==> src/rtl/core/nwt_pkg.sv <==
// ----------------------------------------------------------------------------
// nwt_pkg: shared constants and helpers for the n-hit window trigger
// bin width, spread, defaults, opcodes, result status codes and register map
// ----------------------------------------------------------------------------
package nwt_pkg;

  localparam int BIN_NS       = 25;
  localparam int SPREAD       = 3;
  localparam int CHANNELS_DEF = 256;
  localparam int COLUMNS_DEF  = 1024;
  localparam int REM_W        = $clog2(BIN_NS);
  localparam int SLICE        = 16;
  localparam int SLICE_CNT_W  = $clog2(SLICE + 1);
  localparam int TIME_W       = 48;

  localparam logic [8:0]  THRESHOLD_RST = 9'd10;
  localparam logic [15:0] WINDOW_RST    = 16'd250;

  // item opcodes
  localparam logic [1:0] OP_START  = 2'd0;
  localparam logic [1:0] OP_HIT    = 2'd1;
  localparam logic [1:0] OP_SEARCH = 2'd2;

  // result status codes
  localparam logic [2:0] ST_HIT_STORED  = 3'd0;
  localparam logic [2:0] ST_HIT_DROPPED = 3'd1;
  localparam logic [2:0] ST_WINDOW      = 3'd2;
  localparam logic [2:0] ST_SEARCH_DONE = 3'd3;
  localparam logic [2:0] ST_START_TAKEN = 3'd4;

  // configuration register indexes
  localparam logic REG_HIT_THRESHOLD = 1'b0;
  localparam logic REG_WINDOW_NS     = 1'b1;

  function automatic logic [SLICE_CNT_W-1:0] popcount(input logic [SLICE-1:0] v);
    logic [SLICE_CNT_W-1:0] n;
    n = '0;
    for (int i = 0; i < SLICE; i++) begin
      n = n + SLICE_CNT_W'(v[i]);
    end
    return n;
  endfunction

endpackage

==> src/rtl/core/nwt_div25.sv <==
// ----------------------------------------------------------------------------
// nwt_div25: reciprocal divider by the bin width
// one registered multiply by a scaled reciprocal, gives quotient and remainder
// ----------------------------------------------------------------------------
module nwt_div25 #(
  parameter int NUM_W = 16
) (
  input  logic                     clk,
  input  logic                     rst,
  input  logic                     go,
  input  logic [NUM_W-1:0]         num,
  output logic                     done,
  output logic [NUM_W-1:0]         quot,
  output logic [nwt_pkg::REM_W-1:0] rem
);

  // scale leaves the rounding error below 1/32, so the floor is exact
  localparam int     SH    = NUM_W + 5;
  localparam int     RCP_W = NUM_W + 1;
  localparam int     PRD_W = NUM_W + RCP_W;
  localparam longint RECIP = ((longint'(1) << SH) + nwt_pkg::BIN_NS - 1) / nwt_pkg::BIN_NS;

  logic [NUM_W-1:0] num_r;
  logic [PRD_W-1:0] prod;
  logic [NUM_W-1:0] q25;

  assign quot = NUM_W'(prod >> SH);
  assign q25  = (quot << 4) + (quot << 3) + quot;
  assign rem  = nwt_pkg::REM_W'(num_r - q25);

  always_ff @(posedge clk) begin
    if (rst) begin
      done <= 1'b0;
    end else begin
      done <= go;
      if (go) begin
        num_r <= num;
        prod  <= PRD_W'(num) * PRD_W'(RECIP);
      end
    end
  end

endmodule

==> config.mk <==
export PLATFORM = sky130hd
export DESIGN_NAME = nwt_div25
export DESIGN_NICKNAME = d
export VERILOG_FILES = /design/src/rtl/core/nwt_pkg.sv /design/src/rtl/core/nwt_div25.sv
export SDC_FILE = /design/constraint.sdc
export NUM_CORES = 1
export LEC_CHECK = 0
export ABC_CLOCK_PERIOD_IN_PS = 6600
export BUFFER_PORTS_ARGS = -buffer_cell sky130_fd_sc_hd__clkbuf_2
export CORE_UTILIZATION = 49
export CTS_CLUSTER_DIAMETER = 50
export DETAILED_ROUTE_END_ITERATION = 12
export PLACE_DENSITY = 0.67
export SYNTH_ARGS = -nofsm -noshare
export SYNTH_HDL_FRONTEND = slang
export SYNTH_SLANG_ARGS = --single-unit
==> constraint.sdc <==
create_clock -name clk -period 6.6 [get_ports clk]
set_input_delay 0.66 -clock clk [delete_from_list [all_inputs] [get_ports clk]]
set_output_delay 0.66 -clock clk [all_outputs]
set_load 0.05 [all_outputs]
==> qor.yml <==
outcome:
  status: "finished clean"
yosys:
  synthTopCellsByCount: "180 x inv_1, 139 x ha_1, 98 x fa_1, 19 x xnor2_1, 17 x edfxtp_1"
  synthFlopType: "edfxtp_1"
  synthArstFlopShare_pct: 0
  synth-edff-count: 17
  synth_area_leaders: "fa_1 34%, ha_1 30%, inv_1 12%"
  syn_area_per_cell_um2: 10.4
  synth_area_um2: 5750
  synthCells: 555
  ys_types: 40
  yosysWarnings: 0
  netlist.area_leader.share_pct: 34.1
  yosysSeqAreaShare_pct: 9.22
  synth.most_common_cell: "inv_1"
  synth_seq_cells: 18
  synth_largest_area_cell: "fa_1"
timing:
  setup_viol: 0
  period_minus_slack_ps: 5840
  rsz0062_at_grt: "false"
  setup-tns-final_ps: 0
  timing.fmax_mhz: 171
  slew_viol_final: 0
  hold_viol_final: 0
  fin_ws_ps: 756
  fin_crit_sh_pct: 88.6
die:
  ios: 41
  die_w_um: 110
  rows: 39
  die_h_um: 110
  dieArea_um2: 12200
  coreArea_um2: 11400
  initial_core_util_pct: 50.4
hold_path:
  min-delay-start: "rst"
  hold_path_class: "input port to register"
routing:
  wl_mm: 11.7
  drc: 0
  drt_first_pass_iters: 4
  viasPerCell: 5.09
  ant_nets: 0
  drt-initial-drc-count: 151
  via_count: 3756
  wire_per_inst_um: 15.9
run:
  maxCapViolations: 0
setup_path:
  path_cells: "clkbuf_2 > fa_1 > inv_1 > fa_1 > inv_1 > fa_1 > fa_1 > fa_1 > inv_1 > fa_1 > inv_1 > ha_1 > nand2_1 > o21ai_1 > a221oi_2 > a31oi_4 > a221oi_4 > a21oi_2 > xor2_1"
  worst_ep_arrival_time_ps: 5850
  startpoint: "num[4]"
  worstPathRequired_ps: 6600
  start_kind: "input port"
  max_stage_delay_ps: 630
  cp_num_buf_inv: 5
  cpMostUsedCell: "fa_1"
  crit_path_end_kind: "register"
  path_delay_family: "adder cells"
  worstSetupPathType: "input port to register"
  cp_max_fo: 7
  crit_slowest_cell: "fa_1"
clock_network:
  cts_tree: "built"
  cts_root_buffer: "clkbuf_16"
  cts_resized: 0
  ctsHoldBuffers: 0
  cts_made_buffers: 3
  htreeDepth: 1
  cts.reportedPaths.clkPinSlew_ps: 50
  clk_path_buf_depth: 2
  cts_sinks: 18
  post-cts-setup-buffer-count: 0
placement:
  port_buffers: 36
  pre_cts_ws_ps: 481
  hpwl_mm: 10.8
  place.gp.congestion: 0.930
final_layout:
  layout-drive-gt1-share_pct: 9.08
  nNetsFinal: 852
  syn_to_final_growth_pct: 7.59
  diodes: 0
global_routing:
  grt_pass1_vias: 4128
  grt_usage_pct: 21.8
  antenna_found_initial: 0
  grt_max_degree: 18
  grt_pass1_wl_mm: 19.7
  grt_overflow_total: 0
==> area by class of cell <==
cell class              count  area, um2
clock buffers               4       88.8
fillers                  1044       5230
inverters                 180        676
multi-input cells         356       4530
flip-flops and latches     18        531
well taps                 143        179
repair buffers             37        188
==> layer usage <==
layer	vias up	track usage [%]	routed length, um
met1	1828	28.8	5220
li1	1813	-	-
met3	22	0.941	428
met2	93	38.3	5680
met5	-	0	0
met4	0	7.80	387
==> cell families after synthesis <==
family / synth area share (%)
buffers and inverters: 12.3
adders and majority gates: 64.3
and+or+nand+nor: 3.81
other: 0.0652
xor gates and xnor gates: 3.50
DFF: 9.22
AOI/OAI and AO/OA: 6.83
==> placed cells by master, fill, tap and decap left out, types with 5 or more instances in the layout <==
cell type and count:
inv_1 180, ha_1 139, fa_1 98, clkbuf_2 36, xnor2_1 19, edfxtp_1 17
a21oi_1 15, nand2_1 9, a21o_1 9, nand4_1 5, nand3_1 5, o21ai_0 5
nor2_1 5
==> metrics by stage <==
| stage | cell area [um2] | utilization [%] | cells | hold WS [ps] |
|---|---|---|---|---|
| 2_1_floorplan | 5770 | - | 558 | 732 |
| 3_3_place_gp | 6100 | 53.4 | 734 | 832 |
| 3_5_place_dp | 6100 | 53.4 | 734 | 843 |
| 4_1_cts | 6190 | 54.2 | 738 | 577 |
| 5_1_grt | 6190 | 54.2 | 738 | 600 |
| 6_report | 6190 | 54.2 | 738 | 583 |
==> flip-flops by register name (all words and copies together) (netlist names) <==
name   cells
prod      12
num_r      5
done       1
==> path summary, 6_finish.rpt <==
kind | end | slack [ps] | cells after the start
setup / recovery | prod[29]$_DFFE_PP_ | 760 | 19
hold / removal | done$_SDFF_PP0_ | 580 | 2
Power is not shown: default switching activity piles up to over one toggle a cycle in this logic, so the estimate is an artifact.
